`config.mk`:
```
export PLATFORM = sky130hd
export DESIGN_NAME = uvs_phase
export DESIGN_NICKNAME = d
export VERILOG_FILES = /design/src/design/uvs_pkg.sv /design/src/design/uvs_phase.sv
export SDC_FILE = /design/constraint.sdc
export NUM_CORES = 1
export LEC_CHECK = 0
export BUFFER_PORTS_ARGS = -buffer_cell sky130_fd_sc_hd__buf_2
export CAP_MARGIN = 25
export CORE_MARGIN = 2
export CORE_UTILIZATION = 63
export CTS_CLUSTER_SIZE = 28
export DETAILED_ROUTE_END_ITERATION = 12
export GPL_TIMING_DRIVEN = 0
export PLACE_DENSITY_LB_ADDON = 0.2
export SKIP_CTS_REPAIR_TIMING = 1
export SLEW_MARGIN = 20
export SYNTH_ARGS = -nofsm -noshare
export SYNTH_HDL_FRONTEND = slang
export SYNTH_SLANG_ARGS = --single-unit
```
`constraint.sdc`:
```
create_clock -name clock -period 3.6 [get_ports clock]
set_clock_uncertainty 0.2 [all_clocks]
set_input_delay 0.72 -clock clock [delete_from_list [all_inputs] [get_ports clock]]
set_output_delay 0.72 -clock clock [all_outputs]
set_load 0.005 [all_outputs]
```
`src/design/uvs_pkg.sv`:
```
// Shared constants, types and functions for the UV sphere cell vertex generator.
package uvs_pkg;

   localparam int MaxSectionsDef = 256;
   localparam int PhaseBitsDef   = 16;
   localparam int CordicSteps    = 30;
   localparam int CsrIdxWidth    = 1;
   localparam int CsrDataWidth   = 16;
   localparam int SectWidth      = 9;
   localparam int RadWidth       = 16;
   localparam int RowWidth       = 7;
   localparam int ColWidth       = 8;
   localparam int CoordWidth     = 18;
   localparam int SlotWidth      = 3;
   localparam int NumSlots       = 6;

   localparam logic [CsrIdxWidth-1:0] CsrSections = 1'd0;
   localparam logic [CsrIdxWidth-1:0] CsrRadius   = 1'd1;

   localparam logic signed [33:0] CordicGain = 34'sh026DD3B6A;

   typedef logic signed [33:0] cord_type;

   function automatic logic signed [33:0] atan_turn(input int idx);
      logic signed [33:0] v;
      begin
         unique case (idx)
            0:  v = 34'sh020000000;
            1:  v = 34'sh012E4051E;
            2:  v = 34'sh009FB385B;
            3:  v = 34'sh0051111D4;
            4:  v = 34'sh0028B0D43;
            5:  v = 34'sh00145D7E1;
            6:  v = 34'sh000A2F61E;
            7:  v = 34'sh000517C55;
            8:  v = 34'sh00028BE53;
            9:  v = 34'sh000145F2F;
            10: v = 34'sh0000A2F98;
            11: v = 34'sh0000517CC;
            12: v = 34'sh000028BE6;
            13: v = 34'sh0000145F3;
            14: v = 34'sh00000A2FA;
            15: v = 34'sh00000517D;
            16: v = 34'sh0000028BE;
            17: v = 34'sh00000145F;
            18: v = 34'sh000000A30;
            19: v = 34'sh000000518;
            20: v = 34'sh00000028C;
            21: v = 34'sh000000146;
            22: v = 34'sh0000000A3;
            23: v = 34'sh000000051;
            24: v = 34'sh000000029;
            25: v = 34'sh000000014;
            26: v = 34'sh00000000A;
            27: v = 34'sh000000005;
            28: v = 34'sh000000003;
            29: v = 34'sh000000001;
            default: v = '0;
         endcase
         return v;
      end
   endfunction

endpackage

```
`src/design/uvs_phase.sv`:
```
// Phase generator: k/N of a turn by a restoring divider, one quotient bit per stage.
module uvs_phase #(
   parameter int PHASE_BITS = uvs_pkg::PhaseBitsDef
) (
   input  logic                           clock,
   input  logic                           reset,
   input  logic                           advance,
   input  logic                           in_valid,
   input  logic [uvs_pkg::SectWidth-1:0]  in_num,
   input  logic [uvs_pkg::SectWidth-1:0]  in_den,
   output logic                           out_valid,
   output logic [31:0]                    out_turn
);
   // Dividend = k*2^P + n/2; quotient is taken mod 2^P, so only the low P quotient bits matter.
   localparam int DW = uvs_pkg::SectWidth + PHASE_BITS;
   localparam int RW = uvs_pkg::SectWidth + 1;

   logic [DW-1:0]             dvd_ff   [PHASE_BITS+1];
   logic [RW-1:0]             rem_ff   [PHASE_BITS+1];
   logic [uvs_pkg::SectWidth-1:0] den_ff [PHASE_BITS+1];
   logic [PHASE_BITS-1:0]     quo_ff   [PHASE_BITS+1];
   logic                      vld_ff   [PHASE_BITS+1];

   // Stage 0: form the dividend and the high remainder (quotient bits above P are dropped).
   logic [DW-1:0] dvd0_in;
   logic [RW-1:0] rem0_in;
   always_comb begin
      logic [DW:0] full;
      full    = {1'b0, in_num, {PHASE_BITS{1'b0}}} + (DW+1)'(in_den >> 1);
      // High part full >> P can be up to n (k <= n); reduce it mod n.
      rem0_in = RW'(full >> PHASE_BITS);
      if (rem0_in >= RW'(in_den)) rem0_in = rem0_in - RW'(in_den);
      dvd0_in = full[DW-1:0];
   end

   always_ff @(posedge clock) begin
      if (reset) begin
         for (int s = 0; s <= PHASE_BITS; s++) vld_ff[s] <= 1'b0;
      end else if (advance) begin
         vld_ff[0] <= in_valid;
         for (int s = 1; s <= PHASE_BITS; s++) vld_ff[s] <= vld_ff[s-1];
      end
   end

   always_ff @(posedge clock) begin
      if (advance) begin
         dvd_ff[0] <= dvd0_in;
         rem_ff[0] <= rem0_in;
         den_ff[0] <= in_den;
         quo_ff[0] <= '0;
         for (int s = 1; s <= PHASE_BITS; s++) begin
            logic [RW-1:0] trial;
            trial = {rem_ff[s-1][RW-2:0], dvd_ff[s-1][PHASE_BITS-s]};
            den_ff[s] <= den_ff[s-1];
            dvd_ff[s] <= dvd_ff[s-1];
            if (den_ff[s-1] != '0 && trial >= RW'(den_ff[s-1])) begin
               rem_ff[s] <= trial - RW'(den_ff[s-1]);
               quo_ff[s] <= {quo_ff[s-1][PHASE_BITS-2:0], 1'b1};
            end else begin
               rem_ff[s] <= trial;
               quo_ff[s] <= {quo_ff[s-1][PHASE_BITS-2:0], 1'b0};
            end
         end
      end
   end

   assign out_valid = vld_ff[PHASE_BITS];
   assign out_turn  = {quo_ff[PHASE_BITS], {(32-PHASE_BITS){1'b0}}};

endmodule

```
==> flow_summary.toml, run 1 <==
[power_and_ir_drop]
p_total_mw = 17.7
p_leak_nw = 9.86
power_density_nw_per_um2 = 716
ir_drop_uv = 466

[hold_path]
hp-class = "primary input to flip-flop"
hold_path_startpoint = "in_den[0]"
hold_end = "den_ff[0][0]"
whs_path_depth = 1

[cells_and_area]
synthToLayoutAreaGrowth_pct = 10.6
final_cell_mix = "edfxtp_1 (440), inv_1 (205), ha_1 (154), a21oi_1 (82), nor2_1 (81)"
nets = 2021
antenna_cells = 0
stdcell_count = 2321
nFillCells = 2292
final_common_cell = "edfxtp_1"
drive_above_1_share_pct = 12.6

[floorplanning]
core_area_um2 = 34700
dieHeight_um = 192
io_pins = 55
initial_utilization_pct = 64.3
die_area_um2 = 37000
fp.dieW_um = 192
rows = 68

[placement]
place_congestion = 0.907
placed_cells = 2236
dp_hpwl_um = 30900
dp_slack_ps = -568
portBuffers = 38

[sta]
fmax_mhz = 290
period_minus_slack_ps = 3450
hold_slack_ps = 160
slew_headroom_pct = 36.1
hold_viol_final = 0
post-route-period-util_pct = 95.7
setup_viol = 0
fin_ws_ps = 155
maxSlewViolCount = 0
worst_pin_slew_ps = 959
rsz0062_at_grt = "false"

[synth]
netlist_area_um2 = 22300
async_flop_share_pct = 0
ys_ff_latch = 441
synth-main-ff-cell = "edfxtp_1"
synthDistinctLibCells = 72
synth_area_per_cell_um2 = 12.9
synth-edff-count = 440
yosysWarningCount = 0
yosysTopAreaCellShare_pct = 59.2
synth_top_area_cell = "edfxtp_1"
synth_area_leaders = "edfxtp_1 (59%), ha_1 (8.6%), mux2_2 (3.7%)"
synthCells = 1725
synth_seq_area_share_pct = 59.3

[clock_network]
clk_pin_slew_ps = 60
max-clock-path-buffers = 3
htreeDepth = 2
clkSinkCount = 441
clock-root-buffer = "clkbuf_16"
cts_tree = "yes"
cts_buffers = 45
insertion_delay_ps = 560

[detailed_routing]
route.detailed.drc = 0
dr.first_iter.drc_count = 1007
routed_wl_um = 42200
wl_per_cell_um = 18.2
via_per_inst = 5.83
ant_nets = 0
drtPass1Iterations = 7
vias = 13500

[grt]
grt_pass1_wl_um = 68000
antenna_found_initial = 0
grt.total_usage_pct = 23.4
grt_overflow = 0
grt_max_degree = 99
grt_pass1_vias = 13900

[critical_path]
r2r_start = "den_ff[0][96]"
start_kind = "flip-flop"
rrSetupSlack_ps = 150
ff2ff_path_depth = 11
worstPathArrival_ps = 3570
endpoint_kind = "flip-flop"
worstPathRequired_ps = 3720
crit_fanout = 10
criticalPathCategory = "flip-flop to flip-flop"
rr_endpoint = "rem_ff[11][5]"

[outcome]
status = "finished clean"

[run]
drv_cap = 0
registers in the layout, indices dropped and copies added (netlist names):
register  count
den_ff      143
vld_ff       17
dvd_ff        1
rem_ff      144
quo_ff      136
routing by layer:
layer	part of all wire [%]	up-vias	GRT usage, %
met3	4.7	120	3.53
li1	-	6534	-
met2	51	395	41.9
met5	0	-	0
met4	3.7	0	9.60
met1	41	6488	28.5
synth_stat cells, drive strengths merged, types with 9 or more instances:
library cell  number
nor3              32
ha               154
o31ai             10
nor4              15
nand2             59
a21o              38
edfxtp           440
buf               24
o21a              34
o21bai             9
nor2b             29
clkbuf            28
mux2              73
and3               9
fa                16
a21oi             82
nor2              81
mux2i             21
o21ai             52
xor2              28
nand4             17
nor3b              9
a31oi             14
xnor2             54
a21boi            11
inv              206
nand3             28
nand2b            16
and2              35
per-stage QoR:
stage	setup TNS [ps]	instance area [um^2]	utilization, %
finish	0	24700	71.1
floorplan	0	22400	-
global route	0	24700	71.1
detailed placement	-31360	23200	66.9
CTS	-6.44	24700	71.1
global placement	-1019510	23100	66.7
worst max-delay path, cell delays in order (launching register included):
cell	delay, ps
edfxtp_1	490
inv_1	160
ha_1	200
inv_1	70
fa_1	480
a21o_1	190
a21oi_1	200
o22ai_1	130
o221ai_2	430
clkbuf_1	440
nand2_1	100
o31ai_1	130
cell type report:
| type | count | area [um^2] | area share, % |
|---|---|---|---|
| inverter | 206 | 773 | 3.13 |
| multi-input combinational | 1041 | 8120 | 32.9 |
| clock inverter | 31 | 310 | 1.26 |
| tap | 455 | 569 | 2.31 |
| sequential | 441 | 13200 | 53.6 |
| clock buffer | 53 | 1160 | 4.68 |
| timing repair buffer | 42 | 262 | 1.06 |
| buffer | 52 | 275 | 1.11 |
worst max-delay path by stage:
stage	from	endpoint	slack (ps)	depth (start not counted)
after floorplan	in_num[0]	rem_ff[0][2]	620	10
after global placement	advance	rem_ff[3][3]	-3210	7
after detailed placement	advance	rem_ff[2][0]	-570	7
after CTS	den_ff[0][96]	rem_ff[11][5]	-6	11
after global routing	den_ff[0][88]	rem_ff[10][1]	8	10
final	den_ff[0][96]	rem_ff[11][5]	150	11
power by group:
group | internal [mW] | total, mW | switching (mW) | leakage (nW)
registers | 6.98 | 7.54 | 0.557 | 4.30
logic | 2.61 | 5.57 | 2.96 | 4.86
clock network | 2.67 | 4.58 | 1.91 | 0.705
total | 12.3 | 17.7 | 5.42 | 9.86
logic make-up (layout without fill, tap and decap cells):
logic type                 after synthesis  after routing  share of synthesized area [%]
DFF                                    441            441                           59.3
and+or+nand+nor                        356            356                           8.25
AOI/OAI and AO/OA                      323            323                           9.90
buffers and inverters                  258            384                           4.65
adders and majority gates              170            170                           10.1
muxes                                   94             94                           4.62
xor gates and xnor gates                82             82                           3.22
other                                    1             16                         0.0168
No activity file was read; power rests on OpenSTA's default activity.
==> run 2: changes to the inputs <==
Settings changed: CTS_CLUSTER_SIZE 28 to 8, RECOVER_POWER set to 100.
==> run 2 against run 1 <==
Effect of this change:
- sequential share of layout area shrank 0.15 points
- cell count fell by 0.17%
- critical path type unchanged
- critical path depth shrank 1
- largest power group unchanged
- die area unchanged
- maximum frequency fell by 0.23%
- hold slack got worse by 37 ps
- setup slack got worse by 8.1 ps
- sequential cell count unchanged
- via count rose by 1.3%
- global-route usage is 0.48 points higher
- highest routed layer unchanged
- largest cell class unchanged
==> flow_summary.toml, run 2 (synthesized netlist as in run 1, its figures left out) <==
[grt]
grt_util_met1_pct = 29.0
antenna_found_initial = 0
grt_pass1_wl_um = 69400
grt_overflow = 0
top_usage_layer = "met2"
grtUsageMet3_pct = 3.64
grt.total_usage_pct = 23.9
grt_pass1_vias = 14200
grt_max_degree = 99
groute.layer.met2.usage_pct = 43.2

[sta]
setup_viol = 0
hold_viol_final = 0
period_minus_slack_ps = 3450
maxSlewViolCount = 0
post-route-period-util_pct = 95.9
worst_pin_slew_ps = 1300
slew_headroom_pct = 13.1
setup_tns_ps = 0
fmax_mhz = 290
rsz0062_at_grt = "false"

[power_and_ir_drop]
p_int_mw = 12.6
swShare_pct = 30.4
pwr-share-seq_pct = 41.8
p_leak_nw = 9.83
p_total_mw = 18.1
p_comb_share_pct = 30.7
p_switching_mw = 5.49
power_frac_clock_pct = 27.6
ir_drop_uv = 456
power_density_nw_per_um2 = 730

[floorplanning]
io_pins = 55
fp.dieW_um = 192
die_area_um2 = 37000
dieHeight_um = 192
rows = 68
initial_utilization_pct = 64.3
core_area_um2 = 34700

[clock_network]
clkSinkCount = 441
cts_buffers = 61
htreeDepth = 2
clk_pin_slew_ps = 50
max-clock-path-buffers = 3
cts_tree = "yes"
clock-root-buffer = "clkbuf_16"
insertion_delay_ps = 600

[critical_path]
crit_chain = "inv_1 -> ha_1 -> inv_1 -> fa_1 -> a21o_1 -> a221oi_2 -> nand3_1 -> a21boi_4 -> inv_2 -> mux2_2"
crit_buf_inv = 3
start_kind = "flip-flop"
crit_fanout = 9
endpoint_kind = "flip-flop"
rrSetupSlack_ps = 150
crit_top_cell = "inv_1"
worstPathRequired_ps = 3730
worstPathArrival_ps = 3590
criticalPathCategory = "flip-flop to flip-flop"
cpLargestDelayFamily = "compound AO/OA/AOI/OAI gates"
slowest_stage = "fa_1"
crit_path_max_incr_delay_ps = 460

[detailed_routing]
routed_wl_um = 43300
wl_per_cell_um = 18.7
vias = 13700
drtPass1Iterations = 5
via_per_inst = 5.92
dr.first_iter.drc_count = 997
ant_nets = 0
route.detailed.drc = 0

[placement]
place_congestion = 0.907
placed_cells = 2236
portBuffers = 38
dp_hpwl_um = 30900

[cells_and_area]
drive_above_1_share_pct = 10.3
antenna_cells = 0
reg_top3 = "rem_ff (144), den_ff (143), quo_ff (136)"
regMostFlops = "rem_ff"
stdcell_count = 2317
nFillCells = 2295
synthToLayoutAreaGrowth_pct = 10.9
nets = 2037
final_cell_mix = "edfxtp_1 (440), inv_1 (205), ha_1 (154), a21oi_1 (82), nor2_1 (81)"
largest_reg_flops = 144
final_common_cell = "edfxtp_1"

[hold_path]
hp-class = "primary input to flip-flop"

[outcome]
status = "finished clean"

[run]
drv_cap = 0
==> run 2: worst register-to-register path, delay by kind of cell (launching register included) <==
family	cells	cell delay, ps
AOI/OAI and AO/OA	3	1010
adders and majority gates	2	660
DFF	1	420
buffers and inverters	3	370
muxes	1	310
and+or+nand+nor	1	220
==> run 2: final timing paths <==
check,start,end,cells after the start
min reg2reg,quo_ff[5][3],quo_ff[6][4],0
max reg2reg,den_ff[0][88],rem_ff[10][3],10
max,den_ff[0][88],rem_ff[10][3],10
min,in_den[0],den_ff[0][0],1
==> run 2: power groups by stage <==
stage | combinational (mW) | clock, mW | sequential [mW]
2_1_floorplan | 4.36 | 0 | 7.36
3_3_place_gp | 5.23 | 0 | 7.59
3_5_place_dp | 5.46 | 0 | 7.61
4_1_cts | 5.53 | 5.06 | 7.54
5_1_grt | 6.14 | 5.27 | 7.63
6_report | 5.55 | 4.98 | 7.55
==> run 2: metrics by stage <==
step                area [um^2]  hold WS, ps  setup slack [ps]  utilization [%]
CTS                       24800          103              30.2             71.5
global route              24800          111              6.20             71.3
global placement          23100          201             -3210             66.7
floorplan                 22400          200               618                -
detailed placement        23200          205              -568             66.9
finish                    24800          122               147             71.3
==> run 2: final cells by class <==
class	instances	area (um^2)	share of cell area (%)
sequential	441	13200	53.4
clock buffer	75	1580	6.38
buffer	52	264	1.07
clock inverter	5	46.3	0.187
inverter	206	773	3.12
tap	455	569	2.30
multi-input combinational	1041	8090	32.7
timing repair buffer	42	213	0.859
==> run 2: layer usage <==
metal	vias up	share of wire, %
met5	-	0
met3	114	5.3
met1	6607	41
met2	447	51
li1	6543	-
met4	0	3.0
